[config.mk]
export PLATFORM = sky130hd
export DESIGN_NAME = color_blob_centroid_unit_flat
export DESIGN_NICKNAME = d
export VERILOG_FILES = /design/src/rtl/core/cbc_pkg.sv /design/src/rtl/core/cbc_if.sv /design/src/rtl/core/cbc_ctrl.sv /design/src/rtl/core/cbc_datapath.sv /design/src/rtl/core/color_blob_centroid_unit.sv /design/src/flat_wrapper.sv
export SDC_FILE = /design/constraint.sdc
export NUM_CORES = 1
export LEC_CHECK = 0
export ABC_AREA = 1
export BUFFER_PORTS_ARGS = -buffer_cell sky130_fd_sc_hd__buf_2
export CAP_MARGIN = 10
export CORE_AREA = 2 2 207 209
export CTS_BUF_LIST = sky130_fd_sc_hd__clkbuf_8
export CTS_CLUSTER_DIAMETER = 80
export CTS_CLUSTER_SIZE = 20
export DETAILED_ROUTE_END_ITERATION = 6
export DIE_AREA = 0 0 209 211
export GPL_ROUTABILITY_DRIVEN = 0
export GPL_TIMING_DRIVEN = 1
export HOLD_SLACK_MARGIN = 0.02
export SLEW_MARGIN = 20
export SYNTH_ARGS = -nofsm -noshare
export SYNTH_HDL_FRONTEND = slang
export SYNTH_HIERARCHICAL = 1
export SYNTH_SLANG_ARGS = --single-unit
export TNS_END_PERCENT = 30
[constraint.sdc]
create_clock -name clk_i -period 4.2 [get_ports clk_i]
set_input_delay 0.21 -clock clk_i [delete_from_list [all_inputs] [get_ports clk_i]]
set_output_delay 0.21 -clock clk_i [all_outputs]
set_load 0.02 [all_outputs]
[src/rtl/core/cbc_pkg.sv]
// cbc_pkg: shared widths, constants and types of the color blob centroid unit
// no dependencies; used by the interfaces and every module of the block

package cbc_pkg;

  localparam int ColorW = 8;
  localparam int CoordW = 10;
  localparam int SumW   = 30;
  localparam int CntW   = 21;
  localparam int QuotW  = CoordW;
  localparam int StepW  = $clog2(QuotW);

  // frame size limits; coordinates at or beyond them are clamped to the edge
  localparam int MaxCols = 1024;
  localparam int MaxRows = 1024;

  typedef struct packed {
    logic [ColorW-1:0] red;
    logic [ColorW-1:0] green;
    logic [ColorW-1:0] blue;
    logic [CoordW-1:0] col;
    logic [CoordW-1:0] row;
    logic              last_pixel;
  } pix_t;

  typedef struct packed {
    logic              found;
    logic [CoordW-1:0] centroid_col;
    logic [CoordW-1:0] centroid_row;
  } res_t;

  // controller to datapath
  typedef struct packed {
    logic             acc_en;     // pixel transfer, update the sums
    logic             frame_end;  // last pixel transfer, hand sums to the divider
    logic             div_en;     // one quotient bit
    logic [StepW-1:0] step;       // quotient bit position
    logic             load_out;   // move the quotient into the output register
  } cmd_t;

  // handshake status seen by the controller
  typedef struct packed {
    logic pix_valid;
    logic pix_last;
    logic res_ready;
  } stat_t;

endpackage

[src/rtl/core/cbc_if.sv]
// cbc_pix_if and cbc_res_if: valid/ready channels of the centroid unit
// depends on cbc_pkg

interface cbc_pix_if;
  import cbc_pkg::*;
  logic valid;
  logic ready;
  pix_t data;
  modport source (output valid, output data, input ready);
  modport sink (input valid, input data, output ready);
endinterface

interface cbc_res_if;
  import cbc_pkg::*;
  logic valid;
  logic ready;
  res_t data;
  modport source (output valid, output data, input ready);
  modport sink (input valid, input data, output ready);
endinterface

[src/rtl/core/cbc_ctrl.sv]
// cbc_ctrl: state machine of the centroid unit, sequences accumulate, divide, output
// depends on cbc_pkg

module cbc_ctrl (
  input  logic           clk_i,
  input  logic           rst_ni,
  input  cbc_pkg::stat_t stat_i,
  output cbc_pkg::cmd_t  cmd_o,
  output logic           pix_ready_o,
  output logic           res_valid_o
);
  import cbc_pkg::*;

  localparam logic [1:0] StAcc  = 2'd0;
  localparam logic [1:0] StDiv  = 2'd1;
  localparam logic [1:0] StHold = 2'd2;

  logic [1:0]       state_q, state_d;
  logic [StepW-1:0] step_q, step_d;
  logic             out_valid_q, out_valid_d;
  logic             pix_fire;
  logic             out_free;

  assign pix_ready_o = (state_q == StAcc);
  assign pix_fire    = pix_ready_o & stat_i.pix_valid;
  assign out_free    = ~out_valid_q | stat_i.res_ready;
  assign res_valid_o = out_valid_q;

  always_comb begin
    state_d        = state_q;
    step_d         = step_q;
    cmd_o          = '0;
    cmd_o.step     = step_q;
    cmd_o.acc_en   = pix_fire;
    unique case (state_q)
      StAcc: begin
        if (pix_fire && stat_i.pix_last) begin
          cmd_o.frame_end = 1'b1;
          step_d          = StepW'(QuotW - 1);
          state_d         = StDiv;
        end
      end
      StDiv: begin
        cmd_o.div_en = 1'b1;
        if (step_q == '0) begin
          state_d = StHold;
        end else begin
          step_d = step_q - 1'b1;
        end
      end
      StHold: begin
        if (out_free) begin
          cmd_o.load_out = 1'b1;
          state_d        = StAcc;
        end
      end
      default: begin
        state_d = StAcc;
      end
    endcase
  end

  always_comb begin
    out_valid_d = out_valid_q;
    if (cmd_o.load_out) begin
      out_valid_d = 1'b1;
    end else if (stat_i.res_ready) begin
      out_valid_d = 1'b0;
    end
  end

  always_ff @(posedge clk_i or negedge rst_ni) begin
    if (!rst_ni) begin
      state_q     <= StAcc;
      step_q      <= '0;
      out_valid_q <= 1'b0;
    end else begin
      state_q     <= state_d;
      step_q      <= step_d;
      out_valid_q <= out_valid_d;
    end
  end

endmodule

[src/rtl/core/cbc_datapath.sv]
// cbc_datapath: color test, saturating sums, two-lane restoring divider, result register
// depends on cbc_pkg

module cbc_datapath (
  input  logic          clk_i,
  input  logic          rst_ni,
  input  cbc_pkg::cmd_t cmd_i,
  input  cbc_pkg::pix_t pix_i,
  output cbc_pkg::res_t res_o
);
  import cbc_pkg::*;

  logic [SumW-1:0]   col_sum_q, col_sum_d, row_sum_q, row_sum_d;
  logic [CntW-1:0]   cnt_q, cnt_d;
  logic [SumW-1:0]   rem_col_q, rem_col_d, rem_row_q, rem_row_d;
  logic [CntW-1:0]   dvs_q, dvs_d;
  logic [QuotW-1:0]  quo_col_q, quo_col_d, quo_row_q, quo_row_d;
  logic              found_q, found_d;
  res_t              res_q;

  logic [CoordW-1:0] col_c, row_c;
  logic [ColorW+2:0] red5, green5, blue_x;
  logic              hit;
  logic [SumW:0]     col_add, row_add;
  logic [SumW-1:0]   col_acc, row_acc;
  logic [CntW-1:0]   cnt_acc;
  logic [SumW-1:0]   trial;
  logic              col_ge, row_ge;

  // clamp coordinates to the frame
  always_comb begin
    col_c = pix_i.col;
    row_c = pix_i.row;
    if (int'(pix_i.col) >= MaxCols) col_c = CoordW'(MaxCols - 1);
    if (int'(pix_i.row) >= MaxRows) row_c = CoordW'(MaxRows - 1);
  end

  // a hit: blue beats five times red and five times green, and the hit count is not full
  assign red5   = ({3'b0, pix_i.red} << 2) + {3'b0, pix_i.red};
  assign green5 = ({3'b0, pix_i.green} << 2) + {3'b0, pix_i.green};
  assign blue_x = {3'b0, pix_i.blue};
  assign hit    = (blue_x > red5) && (blue_x > green5) && (cnt_q != '1);

  assign col_add = {1'b0, col_sum_q} + {(SumW + 1 - CoordW)'(0), col_c};
  assign row_add = {1'b0, row_sum_q} + {(SumW + 1 - CoordW)'(0), row_c};

  always_comb begin
    col_acc = col_sum_q;
    row_acc = row_sum_q;
    cnt_acc = cnt_q;
    if (hit) begin
      col_acc = col_add[SumW] ? '1 : col_add[SumW-1:0];
      row_acc = row_add[SumW] ? '1 : row_add[SumW-1:0];
      cnt_acc = cnt_q + 1'b1;
    end
  end

  always_comb begin
    col_sum_d = col_sum_q;
    row_sum_d = row_sum_q;
    cnt_d     = cnt_q;
    if (cmd_i.frame_end) begin
      col_sum_d = '0;
      row_sum_d = '0;
      cnt_d     = '0;
    end else if (cmd_i.acc_en) begin
      col_sum_d = col_acc;
      row_sum_d = row_acc;
      cnt_d     = cnt_acc;
    end
  end

  // restoring division, one quotient bit per cycle in each lane
  assign trial  = {(SumW - CntW)'(0), dvs_q} << cmd_i.step;
  assign col_ge = rem_col_q >= trial;
  assign row_ge = rem_row_q >= trial;

  always_comb begin
    rem_col_d = rem_col_q;
    rem_row_d = rem_row_q;
    dvs_d     = dvs_q;
    quo_col_d = quo_col_q;
    quo_row_d = quo_row_q;
    found_d   = found_q;
    if (cmd_i.frame_end) begin
      rem_col_d = col_acc;
      rem_row_d = row_acc;
      dvs_d     = cnt_acc;
      quo_col_d = '0;
      quo_row_d = '0;
      found_d   = (cnt_acc != '0);
    end else if (cmd_i.div_en) begin
      if (col_ge) rem_col_d = rem_col_q - trial;
      if (row_ge) rem_row_d = rem_row_q - trial;
      quo_col_d = {quo_col_q[QuotW-2:0], col_ge};
      quo_row_d = {quo_row_q[QuotW-2:0], row_ge};
    end
  end

  always_ff @(posedge clk_i or negedge rst_ni) begin
    if (!rst_ni) begin
      col_sum_q <= '0;
      row_sum_q <= '0;
      cnt_q     <= '0;
    end else begin
      col_sum_q <= col_sum_d;
      row_sum_q <= row_sum_d;
      cnt_q     <= cnt_d;
    end
  end

  always_ff @(posedge clk_i) begin
    rem_col_q <= rem_col_d;
    rem_row_q <= rem_row_d;
    dvs_q     <= dvs_d;
    quo_col_q <= quo_col_d;
    quo_row_q <= quo_row_d;
    found_q   <= found_d;
    if (cmd_i.load_out) begin
      res_q.found        <= found_q;
      res_q.centroid_col <= found_q ? quo_col_q : '0;
      res_q.centroid_row <= found_q ? quo_row_q : '0;
    end
  end

  assign res_o = res_q;

endmodule

[src/rtl/core/color_blob_centroid_unit.sv]
// color_blob_centroid_unit: top level of the color blob centroid block
// depends on cbc_pkg, cbc_if, cbc_ctrl and cbc_datapath
//
// usage
//   pix_i takes one pixel per transfer: red, green, blue, col, row and
//   last_pixel. a pixel is a hit when blue > 5*red and blue > 5*green; hits
//   add col, row and one to saturating running sums
//   res_o gives one transfer per frame, after the pixel marked last_pixel:
//   found plus the truncated mean column and row of the hits (zero if none)
//   throughput: one pixel per cycle inside a frame. after the last pixel the
//   input stalls while the 10-bit restoring divider works out both means,
//   one quotient bit per cycle, then pixels flow again
//   the result is loaded once the division ends and the output is free
//   a result waits in the output register while the next frame streams in;
//   if the receiver still holds off when the next frame's division ends, the
//   input stays stalled until that result is taken
//   reset clears the sums, the controller and the output valid flag

module color_blob_centroid_unit (
  input logic       clk_i,
  input logic       rst_ni,
  cbc_pix_if.sink   pix_i,
  cbc_res_if.source res_o
);
  import cbc_pkg::*;

  cmd_t  cmd;
  stat_t stat;

  // handshake status for the controller
  assign stat.pix_valid = pix_i.valid;
  assign stat.pix_last  = pix_i.data.last_pixel;
  assign stat.res_ready = res_o.ready;

  // sequencing: accumulate, divide, hand over the result
  cbc_ctrl u_ctrl (
    .clk_i       (clk_i),
    .rst_ni      (rst_ni),
    .stat_i      (stat),
    .cmd_o       (cmd),
    .pix_ready_o (pix_i.ready),
    .res_valid_o (res_o.valid)
  );

  // sums, divider and the output register
  cbc_datapath u_datapath (
    .clk_i  (clk_i),
    .rst_ni (rst_ni),
    .cmd_i  (cmd),
    .pix_i  (pix_i.data),
    .res_o  (res_o.data)
  );

endmodule
[src/flat_wrapper.sv]
// flat-port wrapper written by rule: the top's interface ports become plain ports
module color_blob_centroid_unit_flat import cbc_pkg::*;
  (clk_i, rst_ni, pix_i_valid, pix_i_data, pix_i_ready, res_o_valid, res_o_data, res_o_ready);
  cbc_pix_if pix_i_i ();
  cbc_res_if res_o_i ();
  input logic clk_i;
  input logic rst_ni;
  input wire logic [$bits(pix_i_i.valid)-1:0] pix_i_valid;
  input wire logic [$bits(pix_i_i.data)-1:0] pix_i_data;
  output wire logic [$bits(pix_i_i.ready)-1:0] pix_i_ready;
  output wire logic [$bits(res_o_i.valid)-1:0] res_o_valid;
  output wire logic [$bits(res_o_i.data)-1:0] res_o_data;
  input wire logic [$bits(res_o_i.ready)-1:0] res_o_ready;
  assign pix_i_i.valid = pix_i_valid;
  assign pix_i_i.data = pix_i_data;
  assign pix_i_ready = pix_i_i.ready;
  assign res_o_valid = res_o_i.valid;
  assign res_o_data = res_o_i.data;
  assign res_o_i.ready = res_o_ready;
  color_blob_centroid_unit u_core (.clk_i(clk_i), .rst_ni(rst_ni), .pix_i(pix_i_i), .res_o(res_o_i));
endmodule
==> results of run 1 <==
[cells by family (layout without fill, tap and decap cells)]
logic type,after synthesis,in the layout,share of synthesized area
xor+xnor,112,112,0.0592
compound gates,392,392,0.133
mux,12,12,0.00725
flops,211,211,0.344
simple gates,1171,1171,0.297
buf+inv,296,371,0.0693
fa+ha+maj,117,117,0.0911
[synthesized netlist by cell type, types with 5 or more instances]
cell type,instances,area (sq um)
nand4_1,55,344
buf_1,7,26.3
o22ai_1,11,68.8
a21o_1,14,105
o21ai_1,10,50.1
fa_1,6,120
dfrtp_1,88,2200
buf_2,7,35.0
dfxtp_1,20,400
edfxtp_1,103,3090
nand3_1,105,526
a31oi_1,12,75.1
nand3b_1,7,52.6
xnor2_1,31,272
nor2_2,5,31.3
inv_1,219,822
a2bb2oi_1,7,61.3
xor2_1,81,709
ha_1,111,1390
nor4_1,11,68.8
clkbuf_1,48,180
nand2_1,748,2810
nor3_1,37,185
mux2i_1,12,120
o21ai_0,188,941
nand2_2,9,56.3
o21bai_1,6,45.0
a21oi_1,107,536
or2_2,6,37.5
nor2_1,173,649
clkinv_1,5,18.8
[flip-flops by register name, summed over array words and instances, names as in the netlist]
name                         flops
u_core/u_datapath/res_o         21
u_core/u_ctrl/step_q             4
u_core/u_datapath/rem_col_q     30
u_core/u_datapath/rem_row_q     30
u_core/u_datapath/cnt_q         21
u_core/u_ctrl/res_valid_o        1
u_core/u_datapath/quo_row_q     10
u_core/u_datapath/row_sum_q     30
u_core/u_datapath/found_q        1
u_core/u_ctrl/state_q            2
u_core/u_datapath/col_sum_q     30
u_core/u_datapath/quo_col_q     10
u_core/u_datapath/dvs_q         21
[cell type report]
type                    count  area, sq um  share of cell area
flip-flops and latches    211         5700               0.315
multi-input cells        1804         9760               0.540
well taps                 539          674              0.0373
clock inverters            13          133             0.00734
repair buffers            112          701              0.0388
inverters                 229          865              0.0479
clock buffers              17          234              0.0130
[metal layers]
layer | vias up | global-route usage | routed length [um]
li1 | 7819 | - | -
met3 | 86 | 0.0238 | 3060
met4 | 0 | 0.0788 | 1630
met1 | 7287 | 0.301 | 22000
met2 | 521 | 0.363 | 22100
met5 | - | 0 | 0
[worst reg2reg max path, cell delays in order, from the launching register on]
cell and delay [ns]:
dfrtp_1 0.37, buf_4 0.25, mux2i_1 0.31, nand2_1 0.07, o21ai_0 0.13, mux2i_1 0.14
o21ai_0 0.55, ha_1 0.29, nand2_1 0.12, nor4_2 0.31, nand2_1 0.08, o211ai_1 0.32
nand3_1 0.12, nand3_1 0.11, nand2_1 0.09, nand2_1 0.12, buf_12 0.23
[report_power, final]
group	switching (uW)	internal, uW	total (uW)
sequential	515	3520	4040
clock	809	482	1290
combinational	7490	4050	11500
total	8810	8060	16900
[final timing paths]
path	start	endpoint	slack, ns	cells after the start
max	u_core/u_ctrl/step_q[0]	u_core/u_datapath/rem_col_q[11]	0.26	16
min	pix_i_valid	u_core/u_ctrl/step_q[0]	0.09	4
max reg2reg	u_core/u_ctrl/step_q[0]	u_core/u_datapath/rem_col_q[11]	0.26	16
min reg2reg	u_core/u_datapath/row_sum_q[28]	u_core/u_datapath/row_sum_q[28]	0.50	2
max in group asynchronous	rst_ni	u_core/u_datapath/cnt_q[6]	2.93	3
min in group asynchronous	rst_ni	u_core/u_datapath/cnt_q[16]	0.27	2
[what timing repair did]
| item | 4_1_cts | 5_1_grt |
|---|---|---|
| hold buffers | 4 | 0 |
| setup buffers | 0 | 2 |
| endpoints found under the hold margin | 62 | 0 |
| setup endpoints to repair | 0 | 51 |
| resized for setup | 0 | 7 |
[stage by stage]
| stage | cells | hold WS [ns] | TNS [ns] | utilization | instance area [sq um] |
|---|---|---|---|---|---|
| global placement | 2889 | 0.381 | 0 | 0.422 | 17600 |
| detailed placement | 2889 | 0.374 | 0 | 0.422 | 17600 |
| floorplan | 2311 | -0.0856 | 0 | - | 16600 |
| finish | 2925 | 0.0860 | 0 | 0.433 | 18100 |
| CTS | 2923 | 0.0430 | 0 | 0.432 | 18000 |
| global route | 2925 | 0.0698 | -0.462 | 0.433 | 18100 |
==> results by group, run 1 <==
Outcome
  • Outcome: completed

Synthesis
  • Mapped cell area: 16600 sq um
  • Synth cell types: 63
  • Avg Cell Area, Syn: 7.17 sq um
  • Async SR Flop Fraction: 0.417
  • Seq/Total Area, Yosys: 0.344
  • Synthesized instance count: 2311
  • Ys Warns: 6
  • Post-synth EDFFs: 103
  • Prevailing post-synth register cell: edfxtp_1
  • Syn Nets: 2477
  • #FFs+latches synth: 211

Pwr
  • Worst VDD drop: 0.385 mV
  • Cell area power density: 934 nW/um^2
  • Total Power: 16900 uW
  • Leak: 0.00850 uW

Cells and area
  • Nets: 2541
  • Area grow syn2layout: 9.06%
  • Commonest non-fill, non-tap cells in the layout: 748 x nand2_1, 221 x inv_1, 184 x o21ai_0
  • ANT cells: 0
  • Ratio of cells with drive above 1 in the final layout: 0.0763
  • Leading cell type in the layout, fill and taps excluded: nand2_1
  • Fillers: 4339

Clock tree
  • CTS clock-pin slew for the worst setup and hold paths: 0.12 ns
  • CTS max path bufs: 3
  • CTS Root Cell: clkbuf_8
  • CTS tree: done
  • Skew-Pair Late Insertion Delay: 0.60 ns
  • Total CTS buffers: 17
  • Clk sinks: 211
  • CTS H-tree depth: 1

Routing
  • DR iter-0 viols: 1453
  • DRC viols: 0
  • Routed Wire Length: 48700 um
  • Antenna viol nets, final: 0
  • Vias per inst: 5.37
  • Vias post-DR: 15700
  • WL per Instance: 16.7 um
  • First drt pass iteration count: 6

Critical path
  • CP Cell Sequence: buf_4, mux2i_1, nand2_1, o21ai_0, mux2i_1, o21ai_0, ha_1, nand2_1, nor4_2, nand2_1, o211ai_1, nand3_1, nand3_1, nand2_1, nand2_1, buf_12
  • Crit-path max FO: 30
  • Critical path launch point type: flop
  • Crit path max-delay family: simple AND/OR/NAND/NOR gates
  • Crit. End Element: flop
  • Required time of the critical path: 4.48 ns
  • CP peak stage delay: 0.55 ns
  • Critical Path AT: 4.22 ns
  • Setup CP Type: flop to flop
  • Crit-path most repeated cell: nand2_1
  • CP bufs+invs: 2
  • Critical path's slowest cell: o21ai_0

Run
  • # Max-Cap Violations: 0

Placed design
  • Port bufs: 71
  • Pre-CTS setup slack: 0.301 ns
  • Dpl hpwl: 38000 um

Timing
  • Max Fclk: 0.254 GHz
  • Clk_skew: 0.0497 ns
  • Count of final max-slew check failures: 0
  • Transition time of the tightest slew-check pin: 1.04 ns
  • Relative slew slack: 0.309
  • Final WS setup: 0.259 ns
  • Finish-stage setup viols: 0
  • Final hold vios: 0
  • RSZ-0062 raised after global routing: true
  • Tcrit/Tclk final: 0.938
  • Final Critical Period: 3.94 ns

GRT
  • Initial antenna violation count: 0
  • Total GRT Usage: 0.221
  • Grt ovf: 0
  • First-pass GRT wire length: 78300 um
  • Largest net degree at the start of global routing: 61
  • Number of global-route vias before repair: 15000

Floorplan
  • Ports: 72
  • DIE WIDTH: 209 um
  • Total core area: 41800 sq um
  • FP Rows: 75
  • Initial Util: 0.397
  • Die Y: 211 um
  • Die area: 44100 sq um

Hold path
  • Hold Path Class: input port to flop
(Power assumes the default switching activity.)
==> run 2, diff against run 1 <==
- ABC_AREA: 1 -> not set
- CORE_AREA: 2 2 207 209 -> 2 2 204 206
- DIE_AREA: 0 0 209 211 -> 0 0 206 208
- GPL_ROUTABILITY_DRIVEN: 0 -> not set
==> results by group, run 2 <==
Timing
  • Final WS setup: -0.0406 ns (-0.300 ns)
  • Clk_skew: 0.0545 ns (+0.00487 ns)
  • Count of final max-slew check failures: 0 (unchanged)
  • Finish-stage setup viols: 30 (+30)
  • Tcrit/Tclk final: 1.01 (+0.0714)
  • Transition time of the tightest slew-check pin: 1.10 ns (+0.0612 ns)
  • Max Fclk: 0.236 GHz (-7.1%)
  • Final hold vios: 0 (unchanged)
  • RSZ-0062 raised after global routing: true
  • Final Critical Period: 4.24 ns (+0.300 ns)
  • Relative slew slack: 0.268 (-0.0406)

Critical path
  • Worst r2r src: u_core/u_ctrl/step_q[0]
  • Critical path's slowest cell: mux4_2
  • CP Cell Sequence: buf_12, mux4_2, mux2i_2, buf_4, nor2_2, a21oi_2, buf_4, ha_4, a21o_1, a21oi_2, o21ai_2, a211oi_2, o221ai_4, a41oi_2, a21oi_1, o31a_1, o21ai_2, nand2_4, buf_12
  • Setup CP Type: flop to flop
  • Critical path launch point type: flop
  • Required time of the critical path: 4.54 ns (+0.06 ns)
  • Critical Path End: u_core/u_datapath/rem_row_q[6]
  • Crit. End Element: flop
  • RR Endpoint: u_core/u_datapath/rem_row_q[6]
  • Critical Path AT: 4.58 ns (+0.36 ns)
  • R2r worst-path depth: 19 (+3)
  • CP peak stage delay: 0.54 ns (about the same)
  • CP startpoint: u_core/u_ctrl/step_q[0]
  • Crit-path max FO: 8 (-73%)
  • R2r setup slk: -0.04 ns (-0.30 ns)

Floorplan
  • Total core area: 40600 sq um (-2.9%)
  • Ports: 72 (unchanged)
  • Initial Util: 0.395 (-0.00157)
  • DIE WIDTH: 206 um (-1.4%)
  • Die area: 42800 sq um (-2.8%)
  • Die Y: 208 um (-1.4%)
  • FP Rows: 74 (-1.3%)

Hold path
  • Hold Path Class: input port to flop

Clock tree
  • Clk sinks: 211 (unchanged)
  • CTS max path bufs: 3 (unchanged)
  • CTS tree: done
  • Total CTS buffers: 18 (+1)
  • CTS H-tree depth: 1 (unchanged)
  • CTS clock-pin slew for the worst setup and hold paths: 0.11 ns (about the same)
  • CTS Root Cell: clkbuf_8
  • Skew-Pair Late Insertion Delay: 0.60 ns (about the same)

Placed design
  • GPL Wtd Cong: 0.901
  • Port bufs: 71 (unchanged)
  • Dpl hpwl: 34300 um (-9.8%)
  • Placed inst area: 18700 sq um (+6.0%)
  • Pre-CTS setup slack: -0.265 ns (-0.566 ns)

Synthesis
  • Syn Nets: 1926 (-22%)
  • Yosys top cell area share: 0.193 (+0.00631)
  • Synthesized instance count: 1760 (-24%)
  • Mapped cell area: 16000 sq um (-3.3%)
  • Area leader, netlist: edfxtp_1
  • Prevailing post-synth register cell: edfxtp_1
  • Post-synth EDFFs: 103 (unchanged)
  • Ys Warns: 6 (unchanged)
  • Most instantiated cells after synthesis: 166 x nor2_1, 138 x nand2_1, 120 x a21oi_1
  • #FFs+latches synth: 211 (unchanged)
  • Area contributors post-synth: edfxtp_1 19%, dfrtp_1 14%, ha_1 8.7%
  • Seq/Total Area, Yosys: 0.355 (+0.0116)
  • Most frequent cell after synthesis: nor2_1
  • Async SR Flop Fraction: 0.417 (unchanged)
  • Synth cell types: 92 (+46%)
  • Avg Cell Area, Syn: 9.10 sq um (+27%)

Routing
  • DR iter-0 viols: 1011 (-30%)
  • Routed Wire Length: 47300 um (-2.9%)
  • DRC viols: 0 (unchanged)
  • Antenna viol nets, final: 0 (unchanged)
  • First drt pass iteration count: 5 (-1)
  • Vias per inst: 5.60 (+4.3%)
  • WL per Instance: 18.3 um (+10%)
  • Vias post-DR: 14500 (-8.0%)

Pwr
  • Cell area power density: 944 nW/um^2 (+1.1%)
  • Total Power: 18900 uW (+12%)
  • Leak: 0.00845 uW (-0.65%)
  • Worst VDD drop: 0.475 mV (+23%)

Cells and area
  • Finished Core Util: 0.494 (+0.0614)
  • Post-layout instance area: 20000 sq um (+11%)
  • Nets: 2202 (-13%)
  • Commonest non-fill, non-tap cells in the layout: 248 x buf_4, 158 x nor2_1, 132 x nand2_1
  • Leading cell type in the layout, fill and taps excluded: buf_4
  • Fillers: 3842 (-11%)
  • Area grow syn2layout: 25.0%
  • Sequential cell area: 5700 sq um (about the same)
  • Ratio of cells with drive above 1 in the final layout: 0.262 (+0.186)
  • Multi-input gate area: 10400 sq um (+6.6%)

GRT
  • Met1 GRT Util: 0.308 (+0.00668)
  • GR peak layer: met2
  • Initial antenna violation count: 2 (+2)
  • Grt ovf: 0 (unchanged)
  • Number of global-route vias before repair: 13600 (-9.3%)
  • Total GRT Usage: 0.211 (-0.00987)
  • GR Util met2: 0.328 (-0.0345)
  • Largest net degree at the start of global routing: 179 (+190%)
  • First-pass GRT wire length: 72500 um (-7.5%)
  • GRT met3 Usage: 0.0186 (-0.00515)

Run
  • # Max-Cap Violations: 0 (unchanged)

Outcome
  • Outcome: finished, violations left
  • Failing checks: setup timing
==> run 2: stage by stage <==
step | TNS, ns | hold WS, ns | cells
after detailed placement | -12.26 | 0.303 | 2524
after CTS | -0.0385 | 0.0726 | 2560
final | -0.577 | 0.0931 | 2581
after global routing | -7.61 | 0.101 | 2580
after global placement | -14.07 | 0.304 | 2524
after floorplan | 0 | -0.0856 | 1760
==> run 2: report_power, final <==
part	internal [uW]	total (uW)	leakage, uW	switching (uW)
combinational	6880	14000	0.00591	7150
sequential	3270	3590	0.00234	314
clock	457	1300	0.000196	840
==> run 2: metal layers <==
layer / wire length [um] / vias up / share of wire
met2: 21600 / 329 / 0.46
met1: 22400 / 7043 / 0.47
met3: 2170 / 70 / 0.046
met4: 1220 / 0 / 0.026
li1: - / 7020 / -
met5: 0 / - / 0
==> run 2: final cells by class <==
class                      count  area share
antenna                        1    0.000125
clock buffer                  18      0.0124
clock inverter                14     0.00618
inverter                      63      0.0118
multi-input combinational   1399       0.520
sequential                   211       0.284
tap                          532      0.0332
timing repair buffer         343       0.132
==> run 2: cell families after synthesis <==
kind of cell,synth area share
AO/OA/AOI/OAI,0.189
XOR/XNOR,0.0754
adder cells (fa/ha/maj),0.0942
buffers and inverters,0.0379
flip-flops,0.355
multiplexers,0.0550
AND/OR/NAND/NOR,0.193
==> run 2: worst max-delay path: cells and delay by family, from the launching register on <==
kind	cells	cell delay [ns]
adder cells (fa/ha/maj)	1	0.20
flip-flops	1	0.47
buffers and inverters	4	0.66
AND/OR/NAND/NOR	2	0.16
AO/OA/AOI/OAI	10	1.76
multiplexers	2	0.73
==> run 2: how the worst min path moves through the flow <==
stage / from / endpoint / slack (ns) / cells after the start
2_1_floorplan: rst_ni / u_core/u_ctrl/res_valid_o / -0.09 / 0
3_3_place_gp: rst_ni / u_core/u_datapath/col_sum_q[4] / 0.30 / 1
3_5_place_dp: rst_ni / u_core/u_datapath/col_sum_q[4] / 0.30 / 1
4_1_cts: pix_i_data[11] / u_core/u_datapath/col_sum_q[0] / 0.07 / 4
5_1_grt: pix_i_data[11] / u_core/u_datapath/col_sum_q[0] / 0.10 / 4
6_report: pix_i_data[11] / u_core/u_datapath/col_sum_q[0] / 0.09 / 4
==> run 2: timing repair <==
action,CTS,global route
endpoints found under the hold margin,50,0
endpoints found under the setup margin,74,77
pin swaps,3,52
hold buffers,2,0
gates resized for setup,29,139
setup buffers,1,16
gates cloned,1,5
